### config.mk
export PLATFORM = sky130hd
export DESIGN_NAME = bba_ctrl
export DESIGN_NICKNAME = d
export VERILOG_FILES = /design/src/rtl/bba_pkg.sv /design/src/rtl/bba_ctrl.sv
export SDC_FILE = /design/constraint.sdc
export NUM_CORES = 1
export LEC_CHECK = 0
export BUFFER_PORTS_ARGS = -buffer_cell sky130_fd_sc_hd__clkbuf_2
export CAP_MARGIN = 20
export CORE_AREA = 2 2 39 41
export CTS_BUF_LIST = sky130_fd_sc_hd__clkbuf_2 sky130_fd_sc_hd__clkbuf_4 sky130_fd_sc_hd__clkbuf_8
export DETAILED_ROUTE_END_ITERATION = 7
export DIE_AREA = 0 0 41 43
export GPL_ROUTABILITY_DRIVEN = 0
export PLACE_DENSITY_LB_ADDON = 0.25
export SYNTH_ARGS = -nofsm -noshare
export SYNTH_HDL_FRONTEND = slang
export SYNTH_SLANG_ARGS = --single-unit
### constraint.sdc
create_clock -name clk -period 2.55 [get_ports clk]
set_clock_uncertainty 0.2 [all_clocks]
set_input_delay 0.3825 -clock clk [delete_from_list [all_inputs] [get_ports clk]]
set_output_delay 0.3825 -clock clk [all_outputs]
set_load 0.01 [all_outputs]
### src/rtl/bba_pkg.sv
// Types, codes and defaults shared by the bump allocator modules.
package bba_pkg;

  localparam int MAX_BLOCKS_DEF  = 16;
  localparam int MAX_ENTRIES_DEF = 256;
  localparam logic [31:0] BLOCK_SIZE_RST = 32'd4194304;

  localparam logic OP_ALLOC  = 1'b0;
  localparam logic OP_REMOVE = 1'b1;

  typedef enum logic [1:0] {
    ST_OK        = 2'd0,
    ST_NO_SLOT   = 2'd1,
    ST_FULL      = 2'd2,
    ST_NOT_FOUND = 2'd3
  } status_t;

  typedef struct packed {
    logic        opcode;
    logic [31:0] request_size;
    logic [31:0] vertex_id;
    logic [3:0]  target_block;
  } in_item_t;

  typedef struct packed {
    status_t     status;
    logic [3:0]  block_index;
    logic [47:0] offset;
    logic [47:0] free_space;
  } out_item_t;

  typedef enum logic [3:0] {
    CMD_NONE,
    CMD_LOAD,
    CMD_SLOT,
    CMD_BADDR,
    CMD_BEVAL,
    CMD_DECIDE,
    CMD_DIV,
    CMD_PADDR,
    CMD_PEVAL,
    CMD_RADDR,
    CMD_REVAL,
    CMD_TADDR,
    CMD_TEVAL,
    CMD_FULL,
    CMD_NOSLOT,
    CMD_EMIT
  } cmd_t;

  typedef struct packed {
    logic is_remove;
    logic slot_hit;
    logic ent_last;
    logic blk_last;
    logic match;
    logic dec_fail;
    logic need_div;
    logic div_last;
  } stat_t;

endpackage

### src/rtl/bba_ctrl.sv
// Sequencer for the bump allocator: walks the scans and owns the handshakes.
module bba_ctrl (
  input  logic           clk,
  input  logic           rst,
  input  logic           in_valid,
  output logic           in_ready,
  output logic           out_valid,
  input  logic           out_ready,
  input  bba_pkg::stat_t stat,
  output bba_pkg::cmd_t  cmd
);

  typedef enum logic [3:0] {
    S_IDLE, S_START, S_SLOT, S_BADDR, S_BEVAL, S_DECIDE, S_DIV, S_PADDR,
    S_PEVAL, S_RADDR, S_REVAL, S_TADDR, S_TEVAL, S_FULL, S_NOSLOT, S_DONE
  } state_t;

  state_t state;
  logic   emit;

  assign in_ready = (state == S_IDLE);
  assign emit     = (state == S_DONE) && (!out_valid || out_ready);

  always_comb begin
    case (state)
      S_IDLE:   cmd = in_valid ? bba_pkg::CMD_LOAD : bba_pkg::CMD_NONE;
      S_SLOT:   cmd = bba_pkg::CMD_SLOT;
      S_BADDR:  cmd = bba_pkg::CMD_BADDR;
      S_BEVAL:  cmd = bba_pkg::CMD_BEVAL;
      S_DECIDE: cmd = bba_pkg::CMD_DECIDE;
      S_DIV:    cmd = bba_pkg::CMD_DIV;
      S_PADDR:  cmd = bba_pkg::CMD_PADDR;
      S_PEVAL:  cmd = bba_pkg::CMD_PEVAL;
      S_RADDR:  cmd = bba_pkg::CMD_RADDR;
      S_REVAL:  cmd = bba_pkg::CMD_REVAL;
      S_TADDR:  cmd = bba_pkg::CMD_TADDR;
      S_TEVAL:  cmd = bba_pkg::CMD_TEVAL;
      S_FULL:   cmd = bba_pkg::CMD_FULL;
      S_NOSLOT: cmd = bba_pkg::CMD_NOSLOT;
      S_DONE:   cmd = emit ? bba_pkg::CMD_EMIT : bba_pkg::CMD_NONE;
      default:  cmd = bba_pkg::CMD_NONE;
    endcase
  end

  always_ff @(posedge clk) begin
    if (rst) begin
      state     <= S_IDLE;
      out_valid <= 1'b0;
    end else begin
      if (emit) out_valid <= 1'b1;
      else if (out_valid && out_ready) out_valid <= 1'b0;
      case (state)
        S_IDLE:   if (in_valid) state <= S_START;
        S_START:  state <= stat.is_remove ? S_RADDR : S_SLOT;
        S_SLOT: begin
          if (stat.slot_hit) state <= S_BADDR;
          else if (stat.ent_last) state <= S_FULL;
        end
        S_BADDR:  state <= S_BEVAL;
        S_BEVAL:  state <= stat.blk_last ? S_DECIDE : S_BADDR;
        S_DECIDE: begin
          if (stat.dec_fail) state <= S_NOSLOT;
          else if (stat.need_div) state <= S_DIV;
          else state <= S_PADDR;
        end
        S_DIV:    if (stat.div_last) state <= S_PADDR;
        S_PADDR:  state <= S_PEVAL;
        S_PEVAL:  state <= S_DONE;
        S_RADDR:  state <= S_REVAL;
        S_REVAL:  state <= (stat.match || stat.ent_last) ? S_TADDR : S_RADDR;
        S_TADDR:  state <= S_TEVAL;
        S_TEVAL:  state <= S_DONE;
        S_FULL:   state <= S_DONE;
        S_NOSLOT: state <= S_DONE;
        S_DONE:   if (emit) state <= S_IDLE;
        default:  state <= S_IDLE;
      endcase
    end
  end

endmodule

==> results by group, run 1 <==
Run status
  – Status: finished, final reports clean

Setup path
  – Critical path startpoint: state[2]
  – Slowest stage delay, CP: 540 ps
  – Crit path DAT: 1600 ps
  – Worst Path Max Fanout: 14
  – Data required, critical path: 1970 ps
  – CP Cell Sequence: nor4_1 > nand2_1 > o21ai_0 > clkbuf_2
  – Start of the worst register-to-register path: state[3]
  – Crit. End Element: output pin
  – CP max stage cell: nor4_1
  – CP Launch Type: flip-flop
  – WS Path Type: reg2out

Clock tree
  – CTS resizes: 0
  – TritonCTS clock tree: done
  – H-tree depth: 1
  – CTS hold repair buffers: 0
  – Root buffer selected by CTS: clkbuf_4
  – CTS sink count: 5
  – Worst skew pair latency: 250 ps
  – CTS clk-pin slew, worst paths: 50 ps
  – Post CTS Setup Buffer Count: 0
  – Clock Tree Buf Depth: 2
  – Number of buffers created by CTS: 3

Route
  – # DRC: 0
  – ANT nets after route: 0
  – DRT Pass-1 Iters: 4
  – Routed Wire Length: 1240 µm
  – Vias per std cell: 5.60
  – Via count: 560
  – Routed WL per cell: 12.4 µm
  – 1st-iter DRT viols: 17

STA
  – Max_slew headroom: 0.641
  – Final period util: 0.856
  – Min cycle time layout: 2180 ps
  – FMAX: 458 MHz
  – Setup TNS: 0 ps
  – Max Slew Vio Count: 0
  – Final hold viol count: 0
  – Worst slew pin tran: 537 ps
  – Setup violators final: 0
  – RSZ-0062 raised after global routing: no

Global route
  – Largest net degree at the start of global routing: 18
  – Vias in the first global route: 511
  – Grt ovf: 0
  – First-pass GRT wire length: 2130 µm
  – Initial antenna violation count: 0
  – GRT Util Overall: 0.172

Finish
  – Ant diodes: 0
  – Area of the multi-input gates: 328 µm²
  – Sequential cell area: 100 µm²
  – Nets: 97
  – Fill cells: 147
  – Most frequent cells in the layout: clkbuf_2 (17), nor2_1 (9), nand2_1 (6), a21oi_1 (6)
  – Share of layout cells above drive strength 1: 0.333
  – Most common cell after layout, fill and taps aside: clkbuf_2
  – Area grow syn2layout: 16.5%

Power
  – Pint: 305 µW
  – Peak VDD IR: 0.412 mV
  – Switching share of total power: 0.474
  – PD cells: 996 nW/µm²
  – Psw: 276 µW
  – LEAKAGE: 0.000241 µW
  – Power share of the clock group: 0.178
  – Power Total: 581 µW
  – Sequential power share: 0.319
  – Logic pwr share: 0.502

Synthesis
  – Syn Area/Cell: 7.36 µm²
  – Cells after synthesis: 68
  – Synthesized Nets: 80
  – Sequential element share of the synthesized area: 0.200
  – Yosys warnings: 0
  – Netlist cell types: 31
  – Cell area after synthesis: 500 µm²
  – FF+latch count, synth: 5

Floorplanning
  – Die extent in y: 43 µm
  – Starting Density: 0.362
  – Die width: 41 µm
  – Die Footprint: 1760 µm²
  – Num rows: 14
  – Core area: 1380 µm²
  – Top Ports: 18

Worst hold path
  – HP Start: rst
  – Hold Path Class: in2reg

Place
  – HPWL Detailed: 932 µm
  – Port Buffers: 17

Flow run
  – Max-cap viol count: 0
-- worst paths after layout --
check / end / slack, ps / cells after the start
worst max-delay path: cmd[0] / 370 / 4
worst min-delay path: out_valid / 170 / 2
worst max register to register: state[1] / 650 / 5
worst min register to register: out_valid / 350 / 2
-- state kept, by name, indices dropped and copies added (netlist names) --
signal and cells:
state 4, out_valid 1
-- power groups by stage --
stage / Combinational, µW / Clock (µW) / Sequential [µW]
after floorplan: 304 / 0 / 121
after global placement: 292 / 0 / 187
after detailed placement: 292 / 0 / 186
after CTS: 294 / 105 / 184
after global routing: 330 / 113 / 196
final: 292 / 104 / 185
-- worst max-delay path: cells and delay by family, from the launching register on --
kind	cells	cell delay, ps
simple gates	2	660
flops	1	460
buf+inv	1	150
compound gates	1	90
-- routing by layer --
| metal | GRT usage | share of wire |
|---|---|---|
| met1 | 0.244 | 0.47 |
| met2 | 0.250 | 0.47 |
| met3 | 0.0314 | 0.058 |
| met4 | 0.0600 | 0 |
| met5 | 0 | 0 |
-- logic make-up (layout without fill, tap and decap cells) --
| kind of cell | Yosys count | in the layout | share of synthesized area |
|---|---|---|---|
| AO/OA/AOI/OAI | 24 | 24 | 0.338 |
| buffers and inverters | 9 | 25 | 0.145 |
| flip-flops | 5 | 5 | 0.200 |
| AND/OR/NAND/NOR | 30 | 30 | 0.317 |
-- cell usage after synthesis (all sizes together) --
cell type | instances | area, µm²
nor2 | 9 | 33.8
a21oi | 6 | 30.0
nand2 | 6 | 22.5
o21ai | 6 | 33.8
buf | 5 | 52.6
dfxtp | 5 | 100
inv | 4 | 20.0
nand3b | 3 | 22.5
nand3 | 2 | 15.0
nor3 | 2 | 10.0
nor4 | 2 | 12.5
o31ai | 2 | 15.0
or2 | 2 | 12.5
a211oi | 1 | 7.51
a221oi | 1 | 8.76
a31o | 1 | 8.76
a31oi | 1 | 6.26
a32oi | 1 | 8.76
and3b | 1 | 10.0
nand2b | 1 | 6.26
nand4 | 1 | 6.26
nor3b | 1 | 7.51
o211ai | 1 | 7.51
o21a | 1 | 7.51
o31a | 1 | 10.0
o32ai | 1 | 8.76
o41ai | 1 | 16.3
-- stage by stage --
| stage | worst slack [ps] | hold WS, ps | cells | area (µm²) | utilization |
|---|---|---|---|---|---|
| after floorplan | 648 | 252 | 68 | 500 | - |
| after global placement | 569 | 346 | 96 | 553 | 0.400 |
| after detailed placement | 597 | 340 | 96 | 553 | 0.400 |
| after CTS | 342 | 163 | 100 | 583 | 0.421 |
| after global routing | 206 | 175 | 100 | 583 | 0.421 |
| final | 366 | 167 | 100 | 583 | 0.421 |
-- area by class of cell --
cell class / count / share of cell area
timing repair buffer: 17 / 0.146
tap: 16 / 0.0343
inverter: 4 / 0.0343
sequential: 5 / 0.172
clock buffer: 4 / 0.0515
multi-input combinational: 54 / 0.562
(Power assumes the default switching activity.)
==> run 2, diff against run 1 <==
- CELL_PAD_IN_SITES_DETAIL_PLACEMENT: unset -> 0
- CELL_PAD_IN_SITES_GLOBAL_PLACEMENT: unset -> 2
- CORE_AREA: 2 2 39 41 -> unset
- CORE_MARGIN: unset -> 2
- CORE_UTILIZATION: unset -> 24
- DIE_AREA: 0 0 41 43 -> unset
- PLACE_DENSITY: unset -> 0.83
- PLACE_DENSITY_LB_ADDON: 0.25 -> unset
- clock period: 2.55 -> 1.75 ns (I/O delays scaled with it)
==> run 2 against run 1 <==
Net effect:
- clock-buffer cell count is the same
- critical path type unchanged
- non-clock buffer count rose by 7
- sequential share of layout area fell by 0.35 points
==> results by group, run 2 (synthesis gave the netlist of run 1 again) <==
STA
  – Final worst-path setup slack: 87.5 ps (-279 ps)
  – Worst slew pin tran: 286 ps (-251 ps)
  – Setup violators final: 0 (unchanged)
  – FMAX: 602 MHz
  – Max Slew Vio Count: 0 (unchanged)
  – WHS: 43.2 ps (-123 ps)
  – Final hold viol count: 0 (unchanged)
  – Final period util: 0.950
  – Min cycle time layout: 1660 ps
  – RSZ-0062 raised after global routing: yes
  – Setup TNS: 0 ps (unchanged)
  – Max_slew headroom: 0.807 (+0.166)

Setup path
  – Setup crit end: cmd[0]
  – Crit path DAT: 1200 ps (-400 ps)
  – Crit. End Element: output pin
  – Worst R2R Setup Slack: 170 ps (-480 ps)
  – R2R depth: 5 (unchanged)
  – Worst r2r dst: state[1]
  – CP Launch Type: flip-flop
  – Data required, critical path: 1290 ps (-680 ps)
  – WS Path Type: reg2out
  – Worst Path Max Fanout: 13 (-1)
  – Start of the worst register-to-register path: state[2]
  – Critical path startpoint: state[1]

Finish
  – Nets: 104 (+7.2%)
  – Share of layout cells above drive strength 1: 0.451 (+0.117)
  – Fill cells: 227 (+54%)
  – Top Registers: state x4, out_valid x1
  – Max FFs per register: 4 (unchanged)
  – Area grow syn2layout: 36.7%
  – Final Util: 0.349 (-0.0725)
  – Ant diodes: 0 (unchanged)
  – Most frequent cells in the layout: clkbuf_2 (17), nor2_1 (9), buf_4 (7)
  – Most common cell after layout, fill and taps aside: clkbuf_2
  – Top reg by flops: state

Clock tree
  – Worst skew pair latency: 240 ps (about the same)
  – CTS sink count: 5 (unchanged)
  – TritonCTS clock tree: done
  – Root buffer selected by CTS: clkbuf_4
  – CTS hold repair buffers: 0 (unchanged)
  – Number of buffers created by CTS: 3 (unchanged)
  – CTS clk-pin slew, worst paths: 40 ps (about the same)
  – H-tree depth: 1 (unchanged)
  – Clock Tree Buf Depth: 2 (unchanged)

Floorplanning
  – Num rows: 16 (+2)
  – Die width: 49.7 µm (+21%)
  – Core area: 1960 µm² (+42%)
  – Starting Density: 0.255 (-0.107)
  – Die extent in y: 49.7 µm (+15%)
  – Die Footprint: 2470 µm² (+40%)
  – Top Ports: 18 (unchanged)

Route
  – 1st-iter DRT viols: 18 (+1)
  – DRT Pass-1 Iters: 5 (+1)
  – Via count: 601 (+7.3%)
  – ANT nets after route: 0 (unchanged)
  – Vias per std cell: 5.09 (-9.0%)
  – # DRC: 0 (unchanged)
  – Routed Wire Length: 1440 µm (+17%)
  – Routed WL per cell: 12.2 µm (-1.2%)

Global route
  – GRT Util Overall: 0.127 (-0.0444)
  – Largest net degree at the start of global routing: 14 (-4)
  – Vias in the first global route: 552 (+8.0%)
  – Initial antenna violation count: 0 (unchanged)
  – Grt ovf: 0 (unchanged)
  – First-pass GRT wire length: 2420 µm (+14%)

Place
  – Placement Setup Slack: -12.2 ps (-609 ps)
  – Port Buffers: 17 (unchanged)
  – HPWL Detailed: 1080 µm (+16%)

Flow run
  – Max-cap viol count: 0 (unchanged)

Run status
  – Status: finished, final reports clean

Power
  – PD cells: 1450 nW/µm² (+45%)
  – Peak VDD IR: 0.609 mV (+48%)
  – LEAKAGE: 0.000283 µW (+18%)

Worst hold path
  – Hold Path Class: in2reg
run 2: cell count changes in the layout (fill, tap and decap cells not counted), sizes merged:
cell  before  now
buf        0    7
run 2: per-stage QoR:
step | cell area [µm²] | total power, µW | std cells
final | 684 | 990 | 118
after global routing | 684 | 1080 | 118
after CTS | 667 | 957 | 117
after detailed placement | 618 | 767 | 113
after global placement | 618 | 769 | 113
after floorplan | 507 | 631 | 68
run 2: area by class of cell:
| class | count | area (µm²) | share of cell area |
|---|---|---|---|
| Tap cell | 27 | 33.8 | 0.0494 |
| Sequential cell | 5 | 115 | 0.168 |
| Timing Repair Buffer | 24 | 138 | 0.201 |
| Multi-Input combinational cell | 54 | 348 | 0.508 |
| Inverter | 4 | 20.0 | 0.0293 |
| Clock buffer | 4 | 30.0 | 0.0439 |
run 2: worst min-delay path by stage:
stage | startpoint | end | slack (ps) | depth (start not counted)
2_1_floorplan | rst | out_valid | 130 | 1
3_5_place_dp | rst | out_valid | 300 | 2
6_report | rst | state[2] | 40 | 2
5_1_grt | rst | state[2] | 60 | 2
3_3_place_gp | rst | out_valid | 310 | 2
4_1_cts | rst | state[2] | 50 | 2
run 2: critical path, stage by stage (launching register included):
cell and delay (ps):
dfxtp_4 430, inv_1 90, nor3_2 200, o21ai_0 100
clkbuf_2 130
run 2: repair_timing:
item                       in CTS  in global routing
setup endpoints to repair       6                  4
setup buffers                   0                  1
pin swaps                       1                  1
gates resized for setup         6                  4
run 2: routing by layer:
metal,up-vias,global-route usage,wire [µm]
li1,299,-,-
met1,274,0.168,680
met2,26,0.193,642
met3,2,0.0424,103
met4,0,0.0417,17
met5,-,0,0
run 2: power breakdown:
part	leakage, µW	switching (µW)	internal, µW	total, µW
combinational	0.000221	279	286	565
sequential	0.0000437	107	166	273
clock	0.0000184	50.1	102	152
total	0.000283	436	554	990
